[src/sv/rv32im_instruction_decoder_defines.svh]
// ----------------------------------------------------------------------------
// rv32im instruction decoder assertion macros
// property wrappers shared by the decoder's concurrent checks
// ----------------------------------------------------------------------------
`ifndef RV32IM_INSTRUCTION_DECODER_DEFINES_SVH
`define RV32IM_INSTRUCTION_DECODER_DEFINES_SVH

// condition holds in the same cycle as the trigger
`define RVID_ASSERT_SAME(label, clk, rst_n, trig, cond) \
	label: assert property (@(posedge clk) disable iff (!rst_n) (trig) |-> (cond)) \
		else $error("rvid check failed: same-cycle implication");

// condition holds in the cycle after the trigger
`define RVID_ASSERT_NEXT(label, clk, rst_n, trig, cond) \
	label: assert property (@(posedge clk) disable iff (!rst_n) (trig) |=> (cond)) \
		else $error("rvid check failed: next-cycle implication");

`endif

[src/sv/rvid_pkg.sv]
// ----------------------------------------------------------------------------
// rvid_pkg
// opcodes, family and operation codes and the decoded record type
// ----------------------------------------------------------------------------
package rvid_pkg;

	// major opcodes, bits 6:0
	localparam logic [6:0] OPC_REGREG = 7'h33;
	localparam logic [6:0] OPC_REGIMM = 7'h13;
	localparam logic [6:0] OPC_LOAD   = 7'h03;
	localparam logic [6:0] OPC_STORE  = 7'h23;
	localparam logic [6:0] OPC_BRANCH = 7'h63;
	localparam logic [6:0] OPC_JAL    = 7'h6F;
	localparam logic [6:0] OPC_JALR   = 7'h67;
	localparam logic [6:0] OPC_LUI    = 7'h37;
	localparam logic [6:0] OPC_AUIPC  = 7'h17;
	localparam logic [6:0] OPC_FENCE  = 7'h0F;
	localparam logic [6:0] OPC_SYSTEM = 7'h73;

	// funct7 values
	localparam logic [6:0] F7_BASE = 7'h00;
	localparam logic [6:0] F7_MEXT = 7'h01;
	localparam logic [6:0] F7_ALT  = 7'h20;

	// system funct12 values
	localparam logic [11:0] F12_ECALL  = 12'h000;
	localparam logic [11:0] F12_EBREAK = 12'h001;
	localparam logic [11:0] F12_MRET   = 12'h302;

	// instruction families
	localparam logic [3:0] FAM_REGREG = 4'd0;
	localparam logic [3:0] FAM_REGIMM = 4'd1;
	localparam logic [3:0] FAM_LOAD   = 4'd2;
	localparam logic [3:0] FAM_STORE  = 4'd3;
	localparam logic [3:0] FAM_BRANCH = 4'd4;
	localparam logic [3:0] FAM_JUMP   = 4'd5;
	localparam logic [3:0] FAM_UPPER  = 4'd6;
	localparam logic [3:0] FAM_SYSTEM = 4'd7;
	localparam logic [3:0] FAM_CSR    = 4'd8;

	// dense operation numbers
	localparam logic [5:0] OP_ADD    = 6'd0;
	localparam logic [5:0] OP_SUB    = 6'd8;
	localparam logic [5:0] OP_SRA    = 6'd9;
	localparam logic [5:0] OP_MUL    = 6'd10;
	localparam logic [5:0] OP_ADDI   = 6'd18;
	localparam logic [5:0] OP_SLTI   = 6'd19;
	localparam logic [5:0] OP_SLTIU  = 6'd20;
	localparam logic [5:0] OP_XORI   = 6'd21;
	localparam logic [5:0] OP_ORI    = 6'd22;
	localparam logic [5:0] OP_ANDI   = 6'd23;
	localparam logic [5:0] OP_SLLI   = 6'd24;
	localparam logic [5:0] OP_SRLI   = 6'd25;
	localparam logic [5:0] OP_SRAI   = 6'd26;
	localparam logic [5:0] OP_LB     = 6'd27;
	localparam logic [5:0] OP_LH     = 6'd28;
	localparam logic [5:0] OP_LW     = 6'd29;
	localparam logic [5:0] OP_LBU    = 6'd30;
	localparam logic [5:0] OP_LHU    = 6'd31;
	localparam logic [5:0] OP_SB     = 6'd32;
	localparam logic [5:0] OP_SH     = 6'd33;
	localparam logic [5:0] OP_SW     = 6'd34;
	localparam logic [5:0] OP_BEQ    = 6'd35;
	localparam logic [5:0] OP_BNE    = 6'd36;
	localparam logic [5:0] OP_BLT    = 6'd37;
	localparam logic [5:0] OP_BGE    = 6'd38;
	localparam logic [5:0] OP_BLTU   = 6'd39;
	localparam logic [5:0] OP_BGEU   = 6'd40;
	localparam logic [5:0] OP_JAL    = 6'd41;
	localparam logic [5:0] OP_JALR   = 6'd42;
	localparam logic [5:0] OP_LUI    = 6'd43;
	localparam logic [5:0] OP_AUIPC  = 6'd44;
	localparam logic [5:0] OP_FENCE  = 6'd45;
	localparam logic [5:0] OP_ECALL  = 6'd46;
	localparam logic [5:0] OP_EBREAK = 6'd47;
	localparam logic [5:0] OP_MRET   = 6'd48;
	localparam logic [5:0] OP_CSRRW  = 6'd49;
	localparam logic [5:0] OP_CSRRS  = 6'd50;
	localparam logic [5:0] OP_CSRRC  = 6'd51;
	localparam logic [5:0] OP_CSRRWI = 6'd52;
	localparam logic [5:0] OP_CSRRSI = 6'd53;
	localparam logic [5:0] OP_CSRRCI = 6'd54;

	// decoded record
	typedef struct packed {
		logic               illegal;
		logic [3:0]         family;
		logic [5:0]         operation;
		logic [4:0]         dest_reg;
		logic [4:0]         src1_reg;
		logic [4:0]         src2_reg;
		logic signed [31:0] immediate;
		logic [11:0]        csr_address;
		logic [2:0]         func3_field;
		logic [6:0]         func7_field;
		logic [31:0]        raw_word;
	} dec_t;

endpackage

[src/sv/rv32im_instruction_decoder.sv]
// ----------------------------------------------------------------------------
// rv32im instruction decoder
// two-register decode pipeline for 32-bit RV32IM instruction words
// ----------------------------------------------------------------------------
// each accepted word is held in the input register, decoded by one pass of
// combinational logic and stored in the result register, whose record drives
// the outputs until the output side takes it; one word can be taken every
// cycle while the output side is not stalled.
// the record carries the family, a dense operation number, register indices,
// the format's immediate, the csr address, funct3, funct7 and a copy of the
// word. unknown or malformed encodings raise illegal and zero every field
// except raw_word. no state is kept between words.
`include "rv32im_instruction_decoder_defines.svh"

module rv32im_instruction_decoder
	import rvid_pkg::*;
(
	input  logic               clk,
	input  logic               arst_n,
	// instruction side
	input  logic               in_valid,
	output logic               in_ready,
	input  logic [31:0]        instr_word,
	// decoded record side
	output logic               out_valid,
	input  logic               out_ready,
	output logic               illegal,
	output logic [3:0]         family,
	output logic [5:0]         operation,
	output logic [4:0]         dest_reg,
	output logic [4:0]         src1_reg,
	output logic [4:0]         src2_reg,
	output logic signed [31:0] immediate,
	output logic [11:0]        csr_address,
	output logic [2:0]         func3_field,
	output logic [6:0]         func7_field,
	output logic [31:0]        raw_word
);

	// pipeline registers
	logic        valid_s1;
	logic [31:0] word_s1;
	logic        valid_s2;
	dec_t        dec_s2;

	// stage advance: a stage moves when the one after it is empty or moving
	logic        adv_s2;
	logic        adv_s1;

	// decode of the stage 1 word
	dec_t        dec;
	logic        bad;
	logic [6:0]  opc;
	logic [2:0]  f3;
	logic [6:0]  f7;
	logic [11:0] hi12;
	logic [31:0] imm_i;

	assign adv_s2   = !valid_s2 || out_ready;
	assign adv_s1   = !valid_s1 || adv_s2;
	assign in_ready = adv_s1;

	assign opc   = word_s1[6:0];
	assign f3    = word_s1[14:12];
	assign f7    = word_s1[31:25];
	assign hi12  = word_s1[31:20];
	assign imm_i = {{20{word_s1[31]}}, word_s1[31:20]};

	always_comb begin
		dec          = '0;
		dec.raw_word = word_s1;
		bad          = 1'b0;
		unique case (opc)
			OPC_REGREG: begin
				dec.family      = FAM_REGREG;
				dec.dest_reg    = word_s1[11:7];
				dec.src1_reg    = word_s1[19:15];
				dec.src2_reg    = word_s1[24:20];
				dec.func3_field = f3;
				dec.func7_field = f7;
				// m extension then base, alternate funct7 only for sub and sra
				if (f7 == F7_MEXT) begin
					dec.operation = OP_MUL + {3'b000, f3};
				end else if (f7 == F7_BASE) begin
					dec.operation = OP_ADD + {3'b000, f3};
				end else if (f7 == F7_ALT && f3 == 3'd0) begin
					dec.operation = OP_SUB;
				end else if (f7 == F7_ALT && f3 == 3'd5) begin
					dec.operation = OP_SRA;
				end else begin
					bad = 1'b1;
				end
			end
			OPC_REGIMM: begin
				dec.family      = FAM_REGIMM;
				dec.dest_reg    = word_s1[11:7];
				dec.src1_reg    = word_s1[19:15];
				dec.func3_field = f3;
				dec.func7_field = f7;
				dec.immediate   = $signed(imm_i);
				unique case (f3)
					3'd0: dec.operation = OP_ADDI;
					3'd2: dec.operation = OP_SLTI;
					3'd3: dec.operation = OP_SLTIU;
					3'd4: dec.operation = OP_XORI;
					3'd6: dec.operation = OP_ORI;
					3'd7: dec.operation = OP_ANDI;
					3'd1: begin
						dec.operation = OP_SLLI;
						dec.immediate = $signed({27'd0, word_s1[24:20]});
						bad           = (f7 != F7_BASE);
					end
					default: begin
						// shift right: logical or arithmetic by funct7
						dec.immediate = $signed({27'd0, word_s1[24:20]});
						dec.operation = (f7 == F7_ALT) ? OP_SRAI : OP_SRLI;
						bad           = (f7 != F7_ALT) && (f7 != F7_BASE);
					end
				endcase
			end
			OPC_LOAD: begin
				dec.family      = FAM_LOAD;
				dec.dest_reg    = word_s1[11:7];
				dec.src1_reg    = word_s1[19:15];
				dec.func3_field = f3;
				dec.immediate   = $signed(imm_i);
				unique case (f3)
					3'd0:    dec.operation = OP_LB;
					3'd1:    dec.operation = OP_LH;
					3'd2:    dec.operation = OP_LW;
					3'd4:    dec.operation = OP_LBU;
					3'd5:    dec.operation = OP_LHU;
					default: bad = 1'b1;
				endcase
			end
			OPC_STORE: begin
				dec.family      = FAM_STORE;
				dec.src1_reg    = word_s1[19:15];
				dec.src2_reg    = word_s1[24:20];
				dec.func3_field = f3;
				dec.immediate   = $signed({{20{word_s1[31]}}, word_s1[31:25],
					word_s1[11:7]});
				unique case (f3)
					3'd0:    dec.operation = OP_SB;
					3'd1:    dec.operation = OP_SH;
					3'd2:    dec.operation = OP_SW;
					default: bad = 1'b1;
				endcase
			end
			OPC_BRANCH: begin
				dec.family      = FAM_BRANCH;
				dec.src1_reg    = word_s1[19:15];
				dec.src2_reg    = word_s1[24:20];
				dec.func3_field = f3;
				dec.immediate   = $signed({{19{word_s1[31]}}, word_s1[31], word_s1[7],
					word_s1[30:25], word_s1[11:8], 1'b0});
				unique case (f3)
					3'd0:    dec.operation = OP_BEQ;
					3'd1:    dec.operation = OP_BNE;
					3'd4:    dec.operation = OP_BLT;
					3'd5:    dec.operation = OP_BGE;
					3'd6:    dec.operation = OP_BLTU;
					3'd7:    dec.operation = OP_BGEU;
					default: bad = 1'b1;
				endcase
			end
			OPC_JAL: begin
				dec.family    = FAM_JUMP;
				dec.operation = OP_JAL;
				dec.dest_reg  = word_s1[11:7];
				dec.immediate = $signed({{11{word_s1[31]}}, word_s1[31], word_s1[19:12],
					word_s1[20], word_s1[30:21], 1'b0});
			end
			OPC_JALR: begin
				dec.family      = FAM_JUMP;
				dec.operation   = OP_JALR;
				dec.dest_reg    = word_s1[11:7];
				dec.src1_reg    = word_s1[19:15];
				dec.func3_field = f3;
				dec.immediate   = $signed(imm_i);
				bad             = (f3 != 3'd0);
			end
			OPC_LUI: begin
				dec.family    = FAM_UPPER;
				dec.operation = OP_LUI;
				dec.dest_reg  = word_s1[11:7];
				dec.immediate = $signed({word_s1[31:12], 12'd0});
			end
			OPC_AUIPC: begin
				dec.family    = FAM_UPPER;
				dec.operation = OP_AUIPC;
				dec.dest_reg  = word_s1[11:7];
				dec.immediate = $signed({word_s1[31:12], 12'd0});
			end
			OPC_FENCE: begin
				dec.family      = FAM_SYSTEM;
				dec.operation   = OP_FENCE;
				dec.dest_reg    = word_s1[11:7];
				dec.src1_reg    = word_s1[19:15];
				dec.func3_field = f3;
				bad             = (f3 != 3'd0);
			end
			OPC_SYSTEM: begin
				unique case (f3)
					3'd0: begin
						// ecall, ebreak, mret: fixed funct12, rd and rs1 zero
						dec.family    = FAM_SYSTEM;
						dec.immediate = $signed({20'd0, hi12});
						unique case (hi12)
							F12_ECALL:  dec.operation = OP_ECALL;
							F12_EBREAK: dec.operation = OP_EBREAK;
							F12_MRET:   dec.operation = OP_MRET;
							default:    bad = 1'b1;
						endcase
						if (word_s1[11:7] != 5'd0 || word_s1[19:15] != 5'd0) begin
							bad = 1'b1;
						end
					end
					3'd4: bad = 1'b1;
					default: begin
						dec.family      = FAM_CSR;
						dec.dest_reg    = word_s1[11:7];
						dec.csr_address = hi12;
						dec.func3_field = f3;
						if (!f3[2]) begin
							dec.operation = OP_CSRRW + {4'd0, f3[1:0]} - 6'd1;
							dec.src1_reg  = word_s1[19:15];
						end else begin
							dec.operation = OP_CSRRWI + {4'd0, f3[1:0]} - 6'd1;
							dec.immediate = $signed({27'd0, word_s1[19:15]});
						end
					end
				endcase
			end
			default: bad = 1'b1;
		endcase

		// illegal encodings keep only the raw word
		if (bad) begin
			dec          = '0;
			dec.illegal  = 1'b1;
			dec.raw_word = word_s1;
		end
	end

	// control: valid flags
	always_ff @(posedge clk or negedge arst_n) begin
		if (!arst_n) begin
			valid_s1 <= 1'b0;
			valid_s2 <= 1'b0;
		end else begin
			if (adv_s1) begin
				valid_s1 <= in_valid;
			end
			if (adv_s2) begin
				valid_s2 <= valid_s1;
			end
		end
	end

	// payload registers, loaded on each transfer into the stage
	always_ff @(posedge clk) begin
		if (adv_s1 && in_valid) begin
			word_s1 <= instr_word;
		end
		if (adv_s2 && valid_s1) begin
			dec_s2 <= dec;
		end
	end

	assign out_valid   = valid_s2;
	assign illegal     = dec_s2.illegal;
	assign family      = dec_s2.family;
	assign operation   = dec_s2.operation;
	assign dest_reg    = dec_s2.dest_reg;
	assign src1_reg    = dec_s2.src1_reg;
	assign src2_reg    = dec_s2.src2_reg;
	assign immediate   = dec_s2.immediate;
	assign csr_address = dec_s2.csr_address;
	assign func3_field = dec_s2.func3_field;
	assign func7_field = dec_s2.func7_field;
	assign raw_word    = dec_s2.raw_word;

	// an illegal record carries nothing but the raw word
	`RVID_ASSERT_SAME(a_illegal_zero, clk, arst_n, out_valid && illegal,
		family == FAM_REGREG && operation == OP_ADD && dest_reg == 5'd0
		&& src1_reg == 5'd0 && src2_reg == 5'd0 && immediate == 32'sd0
		&& csr_address == 12'd0 && func3_field == 3'd0 && func7_field == 7'd0)

	// an input transfer lands in stage 1 unchanged
	`RVID_ASSERT_NEXT(a_s1_load, clk, arst_n, in_valid && in_ready,
		valid_s1 && word_s1 == $past(instr_word))

	// a stage 1 word moving on shows up as the record's raw word
	`RVID_ASSERT_NEXT(a_s2_load, clk, arst_n, valid_s1 && adv_s2,
		out_valid && raw_word == $past(word_s1))

	// csr records carry the address field of their own word
	`RVID_ASSERT_SAME(a_csr_addr, clk, arst_n, out_valid && !illegal && family == FAM_CSR,
		csr_address == raw_word[31:20] && func3_field != 3'd0 && func3_field != 3'd4)

endmodule

[config.mk]
export PLATFORM = sky130hd
export DESIGN_NAME = rv32im_instruction_decoder
export DESIGN_NICKNAME = d
export VERILOG_FILES = /design/src/sv/rvid_pkg.sv /design/src/sv/rv32im_instruction_decoder.sv
export VERILOG_INCLUDE_DIRS = /design/src /design/src/sv
export SDC_FILE = /design/constraint.sdc
export NUM_CORES = 1
export LEC_CHECK = 0
export BUFFER_PORTS_ARGS = -buffer_cell sky130_fd_sc_hd__buf_2
export CAP_MARGIN = 20
export CORE_ASPECT_RATIO = 1.75
export CORE_MARGIN = 8
export CORE_UTILIZATION = 40
export CTS_CLUSTER_DIAMETER = 60
export DETAILED_ROUTE_END_ITERATION = 7
export GPL_TIMING_DRIVEN = 0
export PLACE_DENSITY = 0.71
export SLEW_MARGIN = 20
export SYNTH_ARGS = -nofsm -noshare
export SYNTH_HDL_FRONTEND = slang
export SYNTH_SLANG_ARGS = --single-unit
[constraint.sdc]
create_clock -name clk -period 4 [get_ports clk]
set_input_delay 1 -clock clk [delete_from_list [all_inputs] [get_ports clk]]
set_output_delay 1 -clock clk [all_outputs]
set_load 0.05 [all_outputs]
* Word-level counts from Yosys, hierarchy flattened *
Cells that the tools add are included.

word-level totals
  input port bits = 36
  output and inout bits = 114
  flip-flop bits (word level) = 146

cells by class
  multiplexer cells = 39
  add/sub/neg operators = 5
  bitwise operators = 3
  reductions and logical operators = 34
  equality and inequality tests = 23

operator list
  operator                                         count
  case mux 32 bit (7 select lines)                 1
  2-to-1 mux 112 bit                               1
  case mux 10 bit (11 select lines)                1
  case mux 6 bit (3 select lines)                  2
  case mux 6 bit (6 select lines)                  1
  2-to-1 mux 32 bit                                1
  == test 7 x 6 -> 1 bit, second input constant    4
  == test 7 bit, second input constant             4
  case mux 4 bit (7 select lines)                  1
  case mux 5 bit (5 select lines)                  1
  case mux 12 bit (2 select lines)                 1
  2-to-1 mux 5 bit                                 4
  case mux 10 bit (2 select lines)                 1
  case mux 5 bit (2 select lines)                  2
  2-to-1 mux 15 bit                                1
  == test 7 x 5 -> 1 bit, second input constant    2
  OR reduction 2 bit                               7
  adder 5 x 3 -> 6 bit, first input constant       2
  == test 12 x 1 -> 1 bit, second input constant   1
  == test 12 x 10 -> 1 bit, second input constant  1
  == test 3 bit, second input constant             4
  logical NOT 12 bit                               1
  2-to-1 mux 12 bit                                1
  2-to-1 mux 4 bit                                 3
  other kinds (31)                                 56

* Logic depth before layout (Yosys ltp) *
Gate-level depths: netlist of run 1.

  depth in word-level cells = 8
  depth in mapped cells = 12

* Worst setup path before layout of run 1 *
OpenSTA, ideal clock, no wires.

  path type = in2reg
  start = input port out_ready
  end = register dec_s2 (netlist bit csr_address[0]), enable pin
  stages on the path = 2
  setup slack = -0.193 ns
  path buffers = 0
  arrival = 3.709 ns
  path through = nand2b_1 and2_1

on the way
  cells in the longest elaborated chain, start to end = 2

ends and longest elaborated chain
  item                  line                               source
  from (decl)           rv32im_instruction_decoder.sv:26   input logic out_ready,
  logical OR 1 bit      rv32im_instruction_decoder.sv:59   assign adv_s2 = !valid_s2 || out_ready;
  logical AND 1 bit     rv32im_instruction_decoder.sv:266  if (adv_s2 && valid_s1) begin
  to (signal assigned)  rv32im_instruction_decoder.sv:267  dec_s2 <= dec;
  to (decl)             rv32im_instruction_decoder.sv:44   dec_t dec_s2;

No other way between the ends.
A chain may end at the register's enable or synchronous reset.

* Worst setup path in the final report of run 1 *
  start = register word_s1[13]
  end = register dec_s2 (netlist bit src2_reg[3]) (data pin)

on the way
  cells in the longest elaborated chain, start to end = 8
  elaborated cells on any way between the ends = 26
  classes of those cells = eq/ne (7); mux (10); reduce/logical (9)

ends and longest elaborated chain
  item                               line                                                                                                    source
  from (decl)                        rv32im_instruction_decoder.sv:42                                                                        logic [31:0] word_s1;
  from (signal assigned)             rv32im_instruction_decoder.sv:264                                                                       word_s1 <= instr_word;
  == test 3 bit                      rv32im_instruction_decoder.sv:88, rv32im_instruction_decoder.sv:127, rv32im_instruction_decoder.sv:157
  logical AND 1 bit                  rv32im_instruction_decoder.sv:88                                                                        end else if (f7 == F7_ALT && f3 == 3'd5) begin
  2-to-1 mux 1 bit                   rv32im_instruction_decoder.sv:88
  2-to-1 mux 1 bit                   rv32im_instruction_decoder.sv:86                                                                        end else if (f7 == F7_ALT && f3 == 3'd0) begin
  2-to-1 mux 1 bit                   rv32im_instruction_decoder.sv:84                                                                        end else if (f7 == F7_BASE) begin
  2-to-1 mux 1 bit                   rv32im_instruction_decoder.sv:82                                                                        if (f7 == F7_MEXT) begin
  case mux 1 bit (8 select lines) *  rv32im_instruction_decoder.sv:73                                                                        unique case (opc)
  OR reduction 2 bit (no line) *     n/a

Every way passes the cells marked *; elsewhere a longest branch is shown, timed or not.

==> load_flow_metrics.sql, run 1 <==
INSERT INTO impl_metrics (metric_group, metric, value, unit) VALUES
('run_status', 'run_status', 'finished clean', ''),
('worst_setup_path', 'timing.critical_path.mode_cell', 'sky130_fd_sc_hd__clkbuf_1', ''),
('run', 'cap_violations', '0', ''),
('worst_setup_path', 'worst_path_largest_cell_delay', '0.49', 'ns'),
('sta', 'worst-slew-pin-transition', '0.987', 'ns'),
('floorplan', 'dieWidth', '112', 'um'),
('worst_setup_path', 'kind_of_end_point_of_the_critical_path', 'register', ''),
('worst_setup_path', 'worstPathBufferInverterCount', '4', ''),
('floorplan', 'std_cell_rows', '62', ''),
('yosys', 'average_size_of_a_mapped_cell', '12.4', 'um2'),
('yosys', 'ys_ff_latch', '146', ''),
('global_routing', 'grt_remaining_overflow', '0', ''),
('worst_setup_path', 'critical_path.top_delay_family', 'simple AND/OR/NAND/NOR gates', ''),
('clock_network', 'ctsRootBufferMaster', 'sky130_fd_sc_hd__clkbuf_16', ''),
('yosys', 'synth.yosys.seq_area_share', '0.671', ''),
('layout', 'fill_cells', '1428', ''),
('clock_network', 'clkSinkCount', '146', ''),
('sta', 'postLayoutSetupSlackWorst', '0.294', 'ns'),
('route', 'first_pass_iters', '5', ''),
('yosys', 'synth_enable_flop_cells', '144', ''),
('sta', 'post-route-period-util', '0.927', ''),
('yosys', 'synth.cell_area', '0.00652', 'mm2'),
('place', 'number_of_input_and_output_port_buffers_inserted', '149', ''),
('worst_setup_path', 'critPathMaxFanout', '10', ''),
('layout', 'area_delta_synth_final', '25.5', '%'),
('sta', 'slew_headroom', '0.334', ''),
('worst_setup_path', 'cp.arrival', '4.00', 'ns'),
('worst_setup_path', 'reg2reg_from', 'word_s1[13]', ''),
('sta', 'finalMaxSlewViolations', '0', ''),
('global_routing', 'gr-usage-all-layers', '0.192', ''),
('layout', 'n_antenna_cell', '0', ''),
('route', 'post-route-drc-count', '0', ''),
('global_routing', 'vias_in_the_first_global_route', '5170', ''),
('yosys', 'synth_cells', '524', ''),
('worst_setup_path', 'cp.required', '4.30', 'ns'),
('route', 'via_per_inst', '5.68', ''),
('sta', 'post-route-min-period', '3.71', 'ns'),
('floorplan', 'die_height', '185', 'um'),
('floorplan', 'design.die.area', '0.0208', 'mm2'),
('power_and_ir_drop', 'cellLeakagePower', '0.00315', 'uW'),
('layout', 'drive_gt1_frac', '0.293', ''),
('worst_setup_path', 'timing.rr.end', 'src2_reg[3]', ''),
('sta', 'fin_tns_setup', '0', 'ns'),
('worst_setup_path', 'critical_path_cell_count', '11', ''),
('sta', 'achievable-frequency', '270', 'MHz'),
('clock_network', 'path_clk_slew', '0.06', 'ns'),
('yosys', 'synth_largest_type_area_fraction', '0.664', ''),
('worst_setup_path', 'cp-endpoint', 'src2_reg[3]', ''),
('clock_network', 'num_cts_buffers', '17', ''),
('clock_network', 'cts_setup_buffers', '0', ''),
('yosys', 'synthMostInstantiatedCell', 'sky130_fd_sc_hd__edfxtp_1', ''),
('yosys', 'synth_async_sr_flop_share', '0.0137', ''),
('sta', 'setup_viol_count_final', '0', ''),
('clock_network', 'htree_levels', '4', ''),
('route', 'ant_nets', '0', ''),
('global_routing', 'largest_net_degree_at_the_start_of_global_routing', '65', ''),
('route', 'initialDrtViolationCount', '432', ''),
('yosys', 'biggest_area_consumer_among_synthesized_cells', 'sky130_fd_sc_hd__edfxtp_1', ''),
('yosys', 'synth_ff_type', 'sky130_fd_sc_hd__edfxtp_1', ''),
('floorplan', 'core', '0.0162', 'mm2'),
('layout', 'design.final.nets', '737', ''),
('worst_hold_path', 'hold_class', 'in2async', ''),
('global_routing', 'antenna_violations_before_repair', '0', ''),
('route', 'routed_wirelength', '19.9', 'mm'),
('sta', 'report.final.hold_viol_count', '0', ''),
('floorplan', 'effective_utilization_at_floorplan', '0.402', ''),
('power_and_ir_drop', 'max-vdd-ir-drop', '0.000271', 'V'),
('worst_setup_path', 'cp-start-kind', 'register', ''),
('clock_network', 'tritoncts', 'built', ''),
('clock_network', 'ctsResizeCount', '0', ''),
('floorplan', 'ioPinCount', '150', '');
[logic make-up after synthesis]
logic type / after synthesis / synth area share
mux: 4 / 0.00634
xor+xnor: 2 / 0.00269
flops: 146 / 0.671
simple gates: 202 / 0.167
buf+inv: 49 / 0.0315
fa+ha+maj: 7 / 0.0134
compound gates: 114 / 0.108
[where the power goes]
| group | switching (uW) | leakage, uW | internal [uW] |
|---|---|---|---|
| sequential | 54.6 | 0.00144 | 1800 |
| combinational | 468 | 0.00142 | 123 |
| clock | 651 | 0.000280 | 984 |
[how the worst min path moves through the flow]
stage / from / end / slack [ns] / cells past startpoint
4_1_cts: arst_n / out_valid / 0.34 / 1
6_report: arst_n / valid_s1 / 0.35 / 1
3_3_place_gp: word_s1[25] / raw_word[25] / 0.43 / 0
5_1_grt: arst_n / out_valid / 0.34 / 1
2_1_floorplan: word_s1[25] / raw_word[25] / 0.42 / 0
3_5_place_dp: word_s1[5] / raw_word[5] / 0.44 / 0
[per-stage QoR]
| step | utilization | cells | cell area (um2) |
|---|---|---|---|
| finish | 0.504 | 899 | 8180 |
| detailed placement | 0.467 | 867 | 7570 |
| global route | 0.504 | 899 | 8180 |
| floorplan | - | 524 | 6520 |
| CTS | 0.504 | 899 | 8180 |
| global placement | 0.463 | 865 | 7500 |
[layout by cell type, fill, tap and decap left out, types with 4 or more instances in the layout]
cell type,n
sky130_fd_sc_hd__ha_1,7
sky130_fd_sc_hd__nor3_1,10
sky130_fd_sc_hd__o21ai_0,23
sky130_fd_sc_hd__nand3_1,11
sky130_fd_sc_hd__inv_1,13
sky130_fd_sc_hd__o22ai_1,6
sky130_fd_sc_hd__nand2_1,53
sky130_fd_sc_hd__a32oi_1,6
sky130_fd_sc_hd__nor2b_1,5
sky130_fd_sc_hd__and3_1,27
sky130_fd_sc_hd__nor2_1,37
sky130_fd_sc_hd__or2_2,4
sky130_fd_sc_hd__nand2b_1,10
sky130_fd_sc_hd__inv_6,4
sky130_fd_sc_hd__a31oi_1,7
sky130_fd_sc_hd__and2_1,9
sky130_fd_sc_hd__clkbuf_16,17
sky130_fd_sc_hd__clkinvlp_4,5
sky130_fd_sc_hd__edfxtp_1,144
sky130_fd_sc_hd__nor4_1,4
sky130_fd_sc_hd__clkbuf_1,28
sky130_fd_sc_hd__buf_2,150
sky130_fd_sc_hd__a21oi_1,40
sky130_fd_sc_hd__o211ai_1,5
sky130_fd_sc_hd__nor4_2,6
[per-layer routing]
metal	vias to the layer above	routed length, um	track usage
met5	-	0	0
met4	0	878	0.120
met3	53	1100	0.0428
met2	221	10900	0.354
met1	2507	6990	0.191
li1	2325	-	-
[worst reg2reg max path: stages (launching register included)]
cell and delay (ns):
sky130_fd_sc_hd__edfxtp_1 0.49, sky130_fd_sc_hd__clkbuf_1 0.33, sky130_fd_sc_hd__inv_1 0.23, sky130_fd_sc_hd__ha_1 0.17, sky130_fd_sc_hd__clkbuf_1 0.43, sky130_fd_sc_hd__nor3_1 0.20, sky130_fd_sc_hd__or2_2 0.34, sky130_fd_sc_hd__a22oi_1 0.18
sky130_fd_sc_hd__nor3b_1 0.42, sky130_fd_sc_hd__and3_2 0.30, sky130_fd_sc_hd__buf_2 0.27, sky130_fd_sc_hd__and3_1 0.21
[area by class of cell]
| type | count | area [um2] | share of cell area |
|---|---|---|---|
| timing repair buffer | 151 | 801 | 0.0979 |
| buffer | 35 | 153 | 0.0187 |
| sequential | 146 | 4370 | 0.535 |
| inverter | 14 | 52.6 | 0.00642 |
| clock buffer | 17 | 425 | 0.0520 |
| clock inverter | 15 | 180 | 0.0220 |
| tap | 192 | 240 | 0.0294 |
| multi-input combinational | 329 | 1950 | 0.239 |
No activity file was read; power rests on OpenSTA's default activity.
==> run 2, diff against run 1 <==
- REMOVE_ABC_BUFFERS: not set -> 1
==> load_flow_metrics.sql, run 2 (same netlist as run 1, synthesis figures left out) <==
INSERT INTO impl_metrics (metric_group, metric, value, unit) VALUES
('run_status', 'run_status', 'finished clean', ''),
('global_routing', 'global_route_wire_length_before_repair', '28.5', 'mm'),
('place', 'post-place-ws', '0.0966', 'ns'),
('layout', 'utilization', '0.496', ''),
('route', 'detailroute.via_count', '4938', ''),
('global_routing', 'vias_in_the_first_global_route', '4780', ''),
('place', 'placed_area', '0.00743', 'mm2'),
('floorplan', 'design.die.area', '0.0208', 'mm2'),
('worst_setup_path', 'cp.arrival', '3.80', 'ns'),
('route', 'first_pass_iters', '5', ''),
('sta', 'postLayoutSetupSlackWorst', '0.420', 'ns'),
('sta', 'clock-skew-final', '0.0140', 'ns'),
('worst_setup_path', 'worstPathBufferInverterCount', '2', ''),
('worst_setup_path', 'worstSetupPathType', 'reg2reg', ''),
('sta', 'achievable-frequency', '279', 'MHz'),
('worst_setup_path', 'worst_path_largest_cell_delay', '0.61', 'ns'),
('clock_network', 'tritoncts', 'built', ''),
('global_routing', 'antenna_violations_before_repair', '0', ''),
('floorplan', 'die_height', '185', 'um'),
('route', 'initialDrtViolationCount', '401', ''),
('power_and_ir_drop', 'cellLeakagePower', '0.00310', 'uW'),
('worst_setup_path', 'cp.required', '4.22', 'ns'),
('clock_network', 'num_cts_buffers', '17', ''),
('route', 'ant_nets', '0', ''),
('power_and_ir_drop', 'max-vdd-ir-drop', '0.000255', 'V'),
('worst_setup_path', 'path_cells', 'inv_1 -> ha_1 -> nor3_1 -> or2_2 -> a22oi_1 -> nor3b_1 -> and3_4 -> inv_2 -> nor4_1', ''),
('place', 'dp_cells', '833', ''),
('sta', 'post-route-min-period', '3.58', 'ns'),
('layout', 'fill_cells', '1430', ''),
('clock_network', 'path_clk_slew', '0.06', 'ns'),
('worst_setup_path', 'crit_slowest_cell', 'sky130_fd_sc_hd__edfxtp_1', ''),
('layout', 'n_antenna_cell', '0', ''),
('sta', 'report.final.hold_viol_count', '0', ''),
('worst_setup_path', 'critical_path.top_delay_family', 'simple AND/OR/NAND/NOR gates', ''),
('sta', 'slew_headroom', '0.407', ''),
('global_routing', 'gr-usage-all-layers', '0.184', ''),
('global_routing', 'largest_net_degree_at_the_start_of_global_routing', '61', ''),
('sta', 'setup_viol_count_final', '0', ''),
('clock_network', 'clockBufferDepth', '2', ''),
('sta', 'worst-slew-pin-transition', '0.884', 'ns'),
('floorplan', 'dieWidth', '112', 'um'),
('place', 'hpwlAfterDp', '14.1', 'mm'),
('clock_network', 'clkSinkCount', '146', ''),
('layout', 'area.sequential', '0.00437', 'mm2'),
('route', 'routed_wirelength', '19.4', 'mm'),
('sta', 'finalMaxSlewViolations', '0', ''),
('clock_network', 'clkLatencyLatePin', '0.42', 'ns'),
('sta', 'grt_setup_unrepaired', 'no', ''),
('layout', 'finish.cell_count_without_fillers', '867', ''),
('floorplan', 'ioPinCount', '150', ''),
('layout', 'most_frequent_cells_in_the_layout', 'sky130_fd_sc_hd__buf_2, sky130_fd_sc_hd__edfxtp_1, sky130_fd_sc_hd__nand2_1', ''),
('run', 'cap_violations', '0', ''),
('worst_setup_path', 'kind_of_end_point_of_the_critical_path', 'register', ''),
('worst_setup_path', 'cp-start-kind', 'register', ''),
('place', 'number_of_input_and_output_port_buffers_inserted', '149', ''),
('place', 'gp_congestion', '0.914', ''),
('route', 'routed_wire_length_per_instance', '22.3', 'um'),
('layout', 'design.final.nets', '705', ''),
('layout', 'drive_gt1_frac', '0.308', ''),
('floorplan', 'effective_utilization_at_floorplan', '0.402', ''),
('layout', 'area_delta_synth_final', '23.5', '%'),
('power_and_ir_drop', 'power.total', '3970', 'uW'),
('clock_network', 'htree_levels', '4', ''),
('power_and_ir_drop', 'power_density', '493', 'mW/mm2'),
('worst_setup_path', 'critPathMaxFanout', '32', ''),
('floorplan', 'std_cell_rows', '62', ''),
('sta', 'post-route-period-util', '0.895', ''),
('route', 'post-route-drc-count', '0', ''),
('floorplan', 'core', '0.0162', 'mm2'),
('clock_network', 'cts_setup_buffers', '0', ''),
('global_routing', 'grt_remaining_overflow', '0', ''),
('layout', 'most_common_cell_after_layout_fill_and_taps_aside', 'sky130_fd_sc_hd__buf_2', ''),
('route', 'via_per_inst', '5.70', ''),
('clock_network', 'ctsRootBufferMaster', 'sky130_fd_sc_hd__clkbuf_16', ''),
('clock_network', 'cts_hold_buffers', '0', ''),
('layout', 'multiInputGateArea', '0.00196', 'mm2'),
('worst_hold_path', 'hold_class', 'in2async', ''),
('layout', 'finalInstanceArea', '0.00805', 'mm2');
==> run 2: report_power, final <==
part,leakage (uW),internal [uW],switching (uW)
sequential,0.00144,1800,75.6
clock,0.000275,874,661
combinational,0.00138,122,440
==> run 2: routing by layer <==
metal  wire (um)  GRT usage  vias up  share of wire
met4         714      0.100        0          0.037
li1            -          -     2264              -
met5           0          0        -              0
met3        1100     0.0389       38          0.057
met1        6640      0.182     2419           0.34
met2       10900      0.350      217           0.56
==> run 2: what timing repair did <==
| action | in CTS | in global routing |
|---|---|---|
| setup endpoints to repair | 0 | 32 |
| endpoints found under the hold margin | 0 | 0 |
| gates resized for setup | 0 | 3 |
==> run 2: cell type report <==
cell class,instances,area share
clock buffers,17,0.0529
clock inverters,15,0.0182
inverters,14,0.00653
multi-input cells,329,0.243
flip-flops and latches,146,0.543
well taps,192,0.0298
repair buffers,154,0.106
==> run 2: path summary, 6_finish.rpt <==
check	start	to	slack [ns]	cells after the start
hold / removal	arst_n	valid_s1	0.36	1
setup / recovery	word_s1[13]	func7_field[0]	0.42	9
min in group clk	valid_s1	out_valid	0.52	1
hold reg to reg	valid_s1	out_valid	0.52	1
max in group asynchronous	arst_n	out_valid	3.54	1
setup reg to reg	word_s1[13]	func7_field[0]	0.42	9
==> run 2: metrics by stage <==
step	hold slack, ns	setup TNS [ns]
finish	0.360	0
global route	0.343	0
CTS	0.344	0
detailed placement	0.507	0
global placement	0.462	-111.80
floorplan	0.449	-21.64
